## config.mk

```make
export PLATFORM = sky130hd
export DESIGN_NAME = ssi_encoder_multiturn_velocity
export DESIGN_NICKNAME = d
export VERILOG_FILES = /design/src/rtl/core/ssi_mtv_pkg.sv /design/src/rtl/core/ssi_mtv_div.sv /design/src/rtl/core/ssi_encoder_multiturn_velocity.sv
export SDC_FILE = /design/constraint.sdc
export NUM_CORES = 2
export LEC_CHECK = 0
export BUFFER_PORTS_ARGS = -buffer_cell sky130_fd_sc_hd__buf_4
export CORE_MARGIN = 8
export CORE_UTILIZATION = 45
export CTS_CLUSTER_SIZE = 24
export DETAILED_ROUTE_END_ITERATION = 8
export GPL_TIMING_DRIVEN = 1
export HOLD_SLACK_MARGIN = 0.12
export PLACE_DENSITY = 0.62
export REMOVE_ABC_BUFFERS = 1
export SLEW_MARGIN = 30
export SYNTH_ARGS = -nofsm -noshare
export SYNTH_HDL_FRONTEND = slang
export SYNTH_SLANG_ARGS = --single-unit
export TNS_END_PERCENT = 20
```

## constraint.sdc

```tcl
create_clock -name clock -period 8.9 [get_ports clock]
set_clock_uncertainty 0.1 [all_clocks]
set_input_delay 1.78 -clock clock [delete_from_list [all_inputs] [get_ports clock]]
set_output_delay 1.78 -clock clock [all_outputs]
set_load 0.01 [all_outputs]
```

## src/rtl/core/ssi_mtv_pkg.sv

```systemverilog
`timescale 1ns / 1ps

package ssi_mtv_pkg;

   // Frame layout: the single-turn position sits in the top bits of the frame.
   localparam int FRAME_BITS    = 18;
   localparam int POSITION_BITS = 12;
   localparam int TIME_BITS     = 32;
   localparam int OUT_BITS      = 32;

   // Configuration register widths and reset values.
   localparam int CPR_W    = 13;
   localparam int THR_W    = 12;
   localparam int PERIOD_W = 32;
   localparam int CSR_ADDR_W = 4;
   localparam int CSR_DATA_W = 32;

   localparam logic [CPR_W-1:0]    CPR_RESET = 13'd4096;
   localparam logic [THR_W-1:0]    THR_RESET = 12'd3276;
   localparam logic [PERIOD_W-1:0] MAX_RESET = 32'd500000;
   localparam logic [PERIOD_W-1:0] FB_RESET  = 32'd1000;

   // Register indexes, taken from paddr[3:2].
   localparam logic [1:0] REG_CPR = 2'd0;
   localparam logic [1:0] REG_THR = 2'd1;
   localparam logic [1:0] REG_MAX = 2'd2;
   localparam logic [1:0] REG_FB  = 2'd3;

   // Shared multiplier operands and product.
   localparam int MUL_A_W = 33;
   localparam int MUL_B_W = 21;
   localparam int PROD_W  = MUL_A_W + MUL_B_W;
   localparam logic signed [MUL_B_W-1:0] USEC_PER_SEC = 21'sd1000000;

   // Divider: magnitude of the scaled angle change over the interval.
   localparam int NUM_W  = PROD_W - 1;
   localparam int DEN_W  = PERIOD_W;
   localparam int QCNT_W = $clog2(NUM_W);

   typedef struct packed {
      logic [FRAME_BITS-1:0] ssi_frame;
      logic [TIME_BITS-1:0]  timestamp_us;
   } req_word_type;

   typedef struct packed {
      logic signed [OUT_BITS-1:0] angle_counts;
      logic signed [OUT_BITS-1:0] velocity_cps;
      logic [POSITION_BITS-1:0]   position;
      logic                       turn_overflow;
   } rsp_word_type;

endpackage

```

## src/rtl/core/ssi_mtv_div.sv

```systemverilog
`timescale 1ns / 1ps

module ssi_mtv_div
   import ssi_mtv_pkg::*;
(
   input  logic             clock,
   input  logic             reset,
   input  logic             start,
   input  logic [NUM_W-1:0] num,
   input  logic [DEN_W-1:0] den,
   output logic             done,
   output logic [NUM_W-1:0] quot
);

   logic              busy_ff, busy_in;
   logic              done_ff, done_in;
   logic [QCNT_W-1:0] cnt_ff, cnt_in;
   logic [DEN_W:0]    rem_ff, rem_in;
   logic [NUM_W-1:0]  quo_ff, quo_in;

   logic [DEN_W:0]    rem_sh;
   logic              fits;

   // One restoring step: shift in the next numerator bit and try a subtract.
   assign rem_sh = {rem_ff[DEN_W-1:0], quo_ff[NUM_W-1]};
   assign fits   = (rem_sh >= {1'b0, den});

   always_comb begin
      busy_in = busy_ff;
      done_in = 1'b0;
      cnt_in  = cnt_ff;
      rem_in  = rem_ff;
      quo_in  = quo_ff;
      if (start) begin
         busy_in = 1'b1;
         cnt_in  = '0;
         rem_in  = '0;
         quo_in  = num;
      end else if (busy_ff) begin
         rem_in = fits ? (rem_sh - {1'b0, den}) : rem_sh;
         quo_in = {quo_ff[NUM_W-2:0], fits};
         cnt_in = cnt_ff + 1'b1;
         if (cnt_ff == QCNT_W'(NUM_W - 1)) begin
            busy_in = 1'b0;
            done_in = 1'b1;
         end
      end
   end

   // Control state.
   always_ff @(posedge clock) begin
      if (reset) begin
         busy_ff <= 1'b0;
         done_ff <= 1'b0;
      end else begin
         busy_ff <= busy_in;
         done_ff <= done_in;
      end
   end

   // Datapath.
   always_ff @(posedge clock) begin
      cnt_ff <= cnt_in;
      rem_ff <= rem_in;
      quo_ff <= quo_in;
   end

   assign done = done_ff;
   assign quot = quo_ff;

endmodule

```

## src/rtl/core/ssi_encoder_multiturn_velocity.sv

```systemverilog
`timescale 1ns / 1ps
// Each accepted word passes through the turn update, the angle product and clamp, the angle
// change, the velocity product and the 53-step shared divider; the first word after reset
// only primes the stored angle and time. The block works on one word at a time.
// A finished word waits in the output register, so the next word is taken meanwhile.
// Reset (synchronous, active high) restores the register defaults and unprimes the block.

module ssi_encoder_multiturn_velocity
   import ssi_mtv_pkg::*;
#(
   parameter int TURN_BITS = 20
)(
   input  logic                  clock,
   input  logic                  reset,
   input  logic                  req_valid,
   output logic                  req_stall,
   input  req_word_type          req_data,
   output logic                  rsp_valid,
   input  logic                  rsp_stall,
   output rsp_word_type          rsp_data,
   input  logic                  csr_psel,
   input  logic                  csr_penable,
   input  logic                  csr_pwrite,
   input  logic [CSR_ADDR_W-1:0] csr_paddr,
   input  logic [CSR_DATA_W-1:0] csr_pwdata,
   output logic [CSR_DATA_W-1:0] csr_prdata,
   output logic                  csr_pready
);

   localparam logic [3:0] S_IDLE   = 4'd0;
   localparam logic [3:0] S_TURN   = 4'd1;
   localparam logic [3:0] S_AMUL   = 4'd2;
   localparam logic [3:0] S_ANGLE  = 4'd3;
   localparam logic [3:0] S_DIFF   = 4'd4;
   localparam logic [3:0] S_VMUL   = 4'd5;
   localparam logic [3:0] S_DSTART = 4'd6;
   localparam logic [3:0] S_DIV    = 4'd7;
   localparam logic [3:0] S_OUT    = 4'd8;

   localparam int D_W   = POSITION_BITS + 1;
   localparam int SUM_W = PROD_W + 1;
   localparam logic signed [TURN_BITS-1:0] TURN_MAX = {1'b0, {(TURN_BITS-1){1'b1}}};
   localparam logic signed [TURN_BITS-1:0] TURN_MIN = {1'b1, {(TURN_BITS-1){1'b0}}};
   localparam logic signed [SUM_W-1:0] SUM_HI = SUM_W'(64'sd2147483647);
   localparam logic signed [SUM_W-1:0] SUM_LO = -SUM_W'(64'sd2147483648);
   localparam logic [NUM_W-1:0] Q_POS_MAX = NUM_W'(64'd2147483647);
   localparam logic [NUM_W-1:0] Q_NEG_MAX = NUM_W'(64'd2147483648);
   localparam logic signed [OUT_BITS-1:0] OUT_MAX = {1'b0, {(OUT_BITS-1){1'b1}}};
   localparam logic signed [OUT_BITS-1:0] OUT_MIN = {1'b1, {(OUT_BITS-1){1'b0}}};

   // Configuration registers.
   logic [CPR_W-1:0]    cpr_ff;
   logic [THR_W-1:0]    thr_ff;
   logic [PERIOD_W-1:0] max_ff;
   logic [PERIOD_W-1:0] fb_ff;

   // Sequencer and unwrap state.
   logic [3:0]                   state_ff, state_in;
   logic                         primed_ff, primed_in;
   logic signed [TURN_BITS-1:0]  turn_ff, turn_in;
   logic [POSITION_BITS-1:0]     prev_pos_ff, prev_pos_in;
   logic [TIME_BITS-1:0]         prev_time_ff, prev_time_in;
   logic signed [OUT_BITS-1:0]   prev_angle_ff, prev_angle_in;

   // Per-word datapath.
   logic [POSITION_BITS-1:0]     pos_ff, pos_in;
   logic [TIME_BITS-1:0]         now_ff, now_in;
   logic [DEN_W-1:0]             den_ff, den_in;
   logic signed [MUL_A_W-1:0]    op_a_ff, op_a_in;
   logic signed [MUL_B_W-1:0]    op_b_ff, op_b_in;
   logic signed [PROD_W-1:0]     prod_ff;
   logic signed [OUT_BITS-1:0]   angle_ff, angle_in;
   logic signed [OUT_BITS-1:0]   vel_ff, vel_in;
   logic                         ovf_ff, ovf_in;
   logic                         neg_ff, neg_in;

   // Output register.
   logic                         rsp_valid_ff, rsp_valid_in;
   rsp_word_type                 rsp_word_ff, rsp_word_in;

   logic                         accept;
   logic                         cfg_write;
   logic signed [D_W-1:0]        pos_delta;
   logic [D_W-1:0]               pos_mag;
   logic                         wrapped;
   logic [TIME_BITS-1:0]         dt_raw;
   logic [PERIOD_W-1:0]          fb_eff;
   logic signed [SUM_W-1:0]      angle_sum;
   logic [NUM_W-1:0]             num_abs;
   logic                         div_start;
   logic                         div_done;
   logic [NUM_W-1:0]             div_quot;

   assign accept    = req_valid && !req_stall;
   assign cfg_write = csr_psel && csr_penable && csr_pwrite && csr_pready;

   // Register file: writes land in the access phase, reads are a plain mux.
   assign csr_pready = 1'b1;

   always_comb begin
      case (csr_paddr[3:2])
         REG_CPR: csr_prdata = CSR_DATA_W'(cpr_ff);
         REG_THR: csr_prdata = CSR_DATA_W'(thr_ff);
         REG_MAX: csr_prdata = max_ff;
         REG_FB:  csr_prdata = fb_ff;
         default: csr_prdata = '0;
      endcase
   end

   always_ff @(posedge clock) begin
      if (reset) begin
         cpr_ff <= CPR_RESET;
         thr_ff <= THR_RESET;
         max_ff <= MAX_RESET;
         fb_ff  <= FB_RESET;
      end else if (cfg_write) begin
         case (csr_paddr[3:2])
            REG_CPR: cpr_ff <= csr_pwdata[CPR_W-1:0];
            REG_THR: thr_ff <= csr_pwdata[THR_W-1:0];
            REG_MAX: max_ff <= csr_pwdata[PERIOD_W-1:0];
            REG_FB:  fb_ff  <= csr_pwdata[PERIOD_W-1:0];
            default: ;
         endcase
      end
   end

   // Wrap detection and interval selection.
   assign pos_delta = $signed({1'b0, pos_ff}) - $signed({1'b0, prev_pos_ff});
   assign pos_mag   = pos_delta[D_W-1] ? D_W'(-pos_delta) : D_W'(pos_delta);
   assign wrapped   = (pos_mag > D_W'(thr_ff));
   assign dt_raw    = now_ff - prev_time_ff;
   assign fb_eff    = (fb_ff == '0) ? PERIOD_W'(1) : fb_ff;

   // Angle before clamping: product of the turn count and counts per turn plus position.
   assign angle_sum = SUM_W'(prod_ff) + $signed({{(SUM_W-POSITION_BITS){1'b0}}, pos_ff});

   // Divider operand is the magnitude of the scaled angle change.
   assign num_abs   = prod_ff[PROD_W-1] ? NUM_W'(-prod_ff) : NUM_W'(prod_ff);
   assign div_start = (state_ff == S_DSTART);

   ssi_mtv_div u_div (
      .clock (clock),
      .reset (reset),
      .start (div_start),
      .num   (num_abs),
      .den   (den_ff),
      .done  (div_done),
      .quot  (div_quot)
   );

   // Sequencer: one word at a time through the shared multiplier and divider.
   always_comb begin
      state_in      = state_ff;
      primed_in     = primed_ff;
      turn_in       = turn_ff;
      prev_pos_in   = prev_pos_ff;
      prev_time_in  = prev_time_ff;
      prev_angle_in = prev_angle_ff;
      pos_in        = pos_ff;
      now_in        = now_ff;
      den_in        = den_ff;
      op_a_in       = op_a_ff;
      op_b_in       = op_b_ff;
      angle_in      = angle_ff;
      vel_in        = vel_ff;
      ovf_in        = ovf_ff;
      neg_in        = neg_ff;
      // The output register empties when its word is taken.
      rsp_valid_in  = rsp_valid_ff && rsp_stall;
      rsp_word_in   = rsp_word_ff;
      case (state_ff)
         S_IDLE: begin
            if (accept) begin
               pos_in   = req_data.ssi_frame[FRAME_BITS-1 -: POSITION_BITS];
               now_in   = req_data.timestamp_us;
               state_in = S_TURN;
            end
         end
         S_TURN: begin
            prev_pos_in  = pos_ff;
            prev_time_in = now_ff;
            ovf_in       = 1'b0;
            if (!primed_ff) begin
               primed_in     = 1'b1;
               turn_in       = '0;
               angle_in      = $signed({{(OUT_BITS-POSITION_BITS){1'b0}}, pos_ff});
               prev_angle_in = $signed({{(OUT_BITS-POSITION_BITS){1'b0}}, pos_ff});
               vel_in        = '0;
               state_in      = S_OUT;
            end else begin
               if (wrapped && !pos_delta[D_W-1]) begin
                  if (turn_ff == TURN_MIN) ovf_in = 1'b1;
                  else turn_in = turn_ff - 1'b1;
               end else if (wrapped) begin
                  if (turn_ff == TURN_MAX) ovf_in = 1'b1;
                  else turn_in = turn_ff + 1'b1;
               end
               op_a_in  = MUL_A_W'(turn_in);
               op_b_in  = $signed({{(MUL_B_W-CPR_W){1'b0}}, cpr_ff});
               den_in   = ((dt_raw == '0) || (dt_raw > max_ff)) ? fb_eff : dt_raw;
               state_in = S_AMUL;
            end
         end
         S_AMUL: begin
            state_in = S_ANGLE;
         end
         S_ANGLE: begin
            if (angle_sum > SUM_HI)      angle_in = OUT_MAX;
            else if (angle_sum < SUM_LO) angle_in = OUT_MIN;
            else                         angle_in = angle_sum[OUT_BITS-1:0];
            state_in = S_DIFF;
         end
         S_DIFF: begin
            op_a_in  = MUL_A_W'(angle_ff) - MUL_A_W'(prev_angle_ff);
            op_b_in  = USEC_PER_SEC;
            state_in = S_VMUL;
         end
         S_VMUL: begin
            state_in = S_DSTART;
         end
         S_DSTART: begin
            neg_in        = prod_ff[PROD_W-1];
            prev_angle_in = angle_ff;
            state_in      = S_DIV;
         end
         S_DIV: begin
            if (div_done) begin
               if (neg_ff) begin
                  vel_in = (div_quot > Q_NEG_MAX) ? OUT_MIN : -$signed(div_quot[OUT_BITS-1:0]);
               end else begin
                  vel_in = (div_quot > Q_POS_MAX) ? OUT_MAX : $signed(div_quot[OUT_BITS-1:0]);
               end
               state_in = S_OUT;
            end
         end
         S_OUT: begin
            // Hand the word to the output register once it has room.
            if (!rsp_valid_in) begin
               rsp_valid_in = 1'b1;
               rsp_word_in  = '{angle_counts:  angle_ff,
                                velocity_cps:  vel_ff,
                                position:      pos_ff,
                                turn_overflow: ovf_ff};
               state_in     = S_IDLE;
            end
         end
         default: begin
            state_in = S_IDLE;
         end
      endcase
   end

   // Control state.
   always_ff @(posedge clock) begin
      if (reset) begin
         state_ff     <= S_IDLE;
         primed_ff    <= 1'b0;
         rsp_valid_ff <= 1'b0;
      end else begin
         state_ff     <= state_in;
         primed_ff    <= primed_in;
         rsp_valid_ff <= rsp_valid_in;
      end
   end

   // Datapath registers; the shared multiplier is registered every cycle.
   always_ff @(posedge clock) begin
      turn_ff       <= turn_in;
      prev_pos_ff   <= prev_pos_in;
      prev_time_ff  <= prev_time_in;
      prev_angle_ff <= prev_angle_in;
      pos_ff        <= pos_in;
      now_ff        <= now_in;
      den_ff        <= den_in;
      op_a_ff       <= op_a_in;
      op_b_ff       <= op_b_in;
      prod_ff       <= op_a_ff * op_b_ff;
      angle_ff      <= angle_in;
      vel_ff        <= vel_in;
      ovf_ff        <= ovf_in;
      neg_ff        <= neg_in;
      rsp_word_ff   <= rsp_word_in;
   end

   // Result word.
   assign req_stall = (state_ff != S_IDLE);
   assign rsp_valid = rsp_valid_ff;
   assign rsp_data  = rsp_word_ff;

endmodule

```

==> impl_metrics.ini <==
[global_route]
track_usage = 0.2133
grt_pass1_wl_mm = 231.3
grt_max_degree = 108
grt_remaining_overflow = 0
grt_pass1_vias = 41440
grt_antenna_before_repair = 15

[logic_synthesis]
synth_cell_type_count = 88
synth_seq_area_share = 0.2945
yosys-top-cells-area = edfxtp_1 (23%), fa_1 (21%), ha_1 (7.3%)
yosys.area.top_type = edfxtp_1
ys_warn_count = 0
avgSynthCellArea_sq_um = 9.492
syn_area_sq_um = 55160
syn_inst = 5811
synthDominantCellAreaShare = 0.2259
ys.flop_type = edfxtp_1
synth_edf_count = 415
ys_ff_latch = 604
async_flop_share = 0

[critical_path]
r2r_slack_ns = 0.41
critPathSlowestCell = edfxtp_1
cpMostUsedCell = fa_1
path_delay_family = adder cells
r2r-end = prod_ff[50]
start_kind = flop
slowest_delay_ns = 0.89
crit_type = flop to flop
crit_required_ns = 9.32
crit_buf_inv = 8
cp-end-kind = flop
critical_path.max_fanout = 15
regToRegStartpoint = op_b_ff[3]
r2r_cells = 28
arrival_ns = 8.91

[die]
rows = 128
die_h_microns = 366.1
start_util = 0.4532
core_sq_um = 121700
dieWidth_microns = 366.1
io_pins = 205
die_area_sq_um = 134000

[finish]
drive_above_1_share = 0.07866
final_area_sq_um = 60540
final_cell_mix = inv_1 (901), fa_1 (571), nand2_1 (525)
num-fill-cells = 11370
layout_commonest_cell = inv_1
final_nets = 6872
area_delta_synth_final_pct = 9.749

[clock_network]
ctsResizeCount = 0
clock_latency_ns = 0.66
cts_tree = done
cts_buffers = 59
clockRootBuffer = clkbuf_16
clk_pin_slew_ns = 0.06
clockBufferDepth = 3
htree_levels = 2
cts_sinks = 604

[sta]
worst_pin_slew_ns = 1.088
maxClockFrequency_mhz = 117.8
hold_slack_ns = 0.3185
period_minus_slack_ns = 8.486
relSlewSlack = 0.2745
worst_slack_ns = 0.4140
drv_slew = 0
fin_setup_tns_ns = 0
setup_violations = 0
hold_violations = 0
post-route-period-util = 0.9535
rsz0062_at_grt = no

[drt]
via_per_inst = 5.398
firstDrtPassIters = 6
drt-wirelength-per-cell_microns = 19.22
postRouteAntennaNets = 0
wl_met1_mm = 62.44
vias = 40850
drt_iter0_drc = 2747
dr_wl_met3_mm = 8.383
drt_drc_violations_left = 0
dr_wl_met2_mm = 70.75
top_layer = met5
drt-total-wl_mm = 145.5

[place]
dpl_worst_slack_ns = 0.5378
dp_hpwl_mm = 115.1
gp_congestion = 0.8946
numPortBuffers = 195
place_area_sq_um = 58340

[job]
maxCapViolations = 0

[worst_hold_path]
whs_path_depth = 0
hold_start = vel_ff[11]
min_path_type = flop to flop
min_to = rsp_data[24]

[status]
status = complete, no violations
[repair_timing]
item | in CTS | in global routing
buffers inserted | 0 | 2
hold buffers | 0 | 0
setup endpoints to repair | 0 | 2
[synth_stat cells (15+ instances only)]
cell        n
o31ai_1    33
and2_1    484
a31oi_1    32
edfxtp_1  415
nand2_1   525
or3_1      39
a21o_1     93
o21ai_0   255
nand3_1    82
mux2i_1    49
a21oi_1   305
nand2b_1   46
nor2_1    230
dfxtp_1   189
nand4_1    57
inv_1     902
ha_1      322
nor4_1     28
xor2_1    145
nand4b_1   15
or4_1      17
buf_1      18
nor3_1     64
o21bai_1   22
a211oi_1   35
xnor2_1   153
mux2_2     26
fa_1      571
o211ai_1   22
nor2b_1    50
clkbuf_1  241
nand3b_1   15
a211o_1    26
o21a_1     40
and3_1     38
[layout make-up]
| cell class | instances | area, sq um | area share |
|---|---|---|---|
| clock buffer | 77 | 1629 | 0.02691 |
| clock inverter | 35 | 483.0 | 0.007978 |
| multi-input combinational | 4036 | 34570 | 0.5711 |
| tap | 1625 | 2033 | 0.03359 |
| sequential | 604 | 16250 | 0.2684 |
| timing repair buffer | 280 | 2162 | 0.03571 |
| antenna | 5 | 12.51 | 0.0002067 |
| inverter | 905 | 3397 | 0.05611 |
[cells by family (layout without fill, tap and decap cells)]
kind of cell	count (synthesis)	in the layout	share of synthesized area
and+or+nand+nor	1746	1746	0.1637
adders and majority gates	893	893	0.2803
buffers and inverters	1171	1297	0.08003
muxes	95	95	0.02073
other	1	6	0.00006798
AOI/OAI and AO/OA	1003	1003	0.1133
DFF	604	604	0.2945
xor gates and xnor gates	298	298	0.04732
[metrics by stage]
stage	instances	util
2_1_floorplan	5545	-
3_3_place_gp	7444	0.4790
3_5_place_dp	7446	0.4793
4_1_cts	7558	0.4967
5_1_grt	7562	0.4973
6_report	7567	0.4974
[flip-flops by register name, indices dropped and copies added, names as in the netlist, 33 cells and up]
register and flops:
rsp_data 77, op_a_ff 33, prod_ff 54, u_div.quot 53
[per-layer routing]
metal | GRT usage | vias up
met2 | 0.3686 | 1017
met3 | 0.03257 | 249
met4 | 0.05422 | 6
met5 | 0 | -
li1 | - | 19360
met1 | 0.2803 | 20220
[worst max path at each step]
stage               slack, ns           to  cells after the start        start
floorplan                1.36  prod_ff[50]                     23  op_b_ff[18]
global placement         0.49  prod_ff[50]                     26  op_b_ff[11]
detailed placement       0.54  prod_ff[50]                     27   op_b_ff[8]
CTS                      0.46  prod_ff[50]                     28   op_b_ff[4]
global route             0.04  prod_ff[52]                     25   op_b_ff[7]
finish                   0.41  prod_ff[50]                     28   op_b_ff[3]
Power is left out: the tool's default activity adds up to more than one toggle a clock period on the data nets, which glitch-free logic cannot reach.
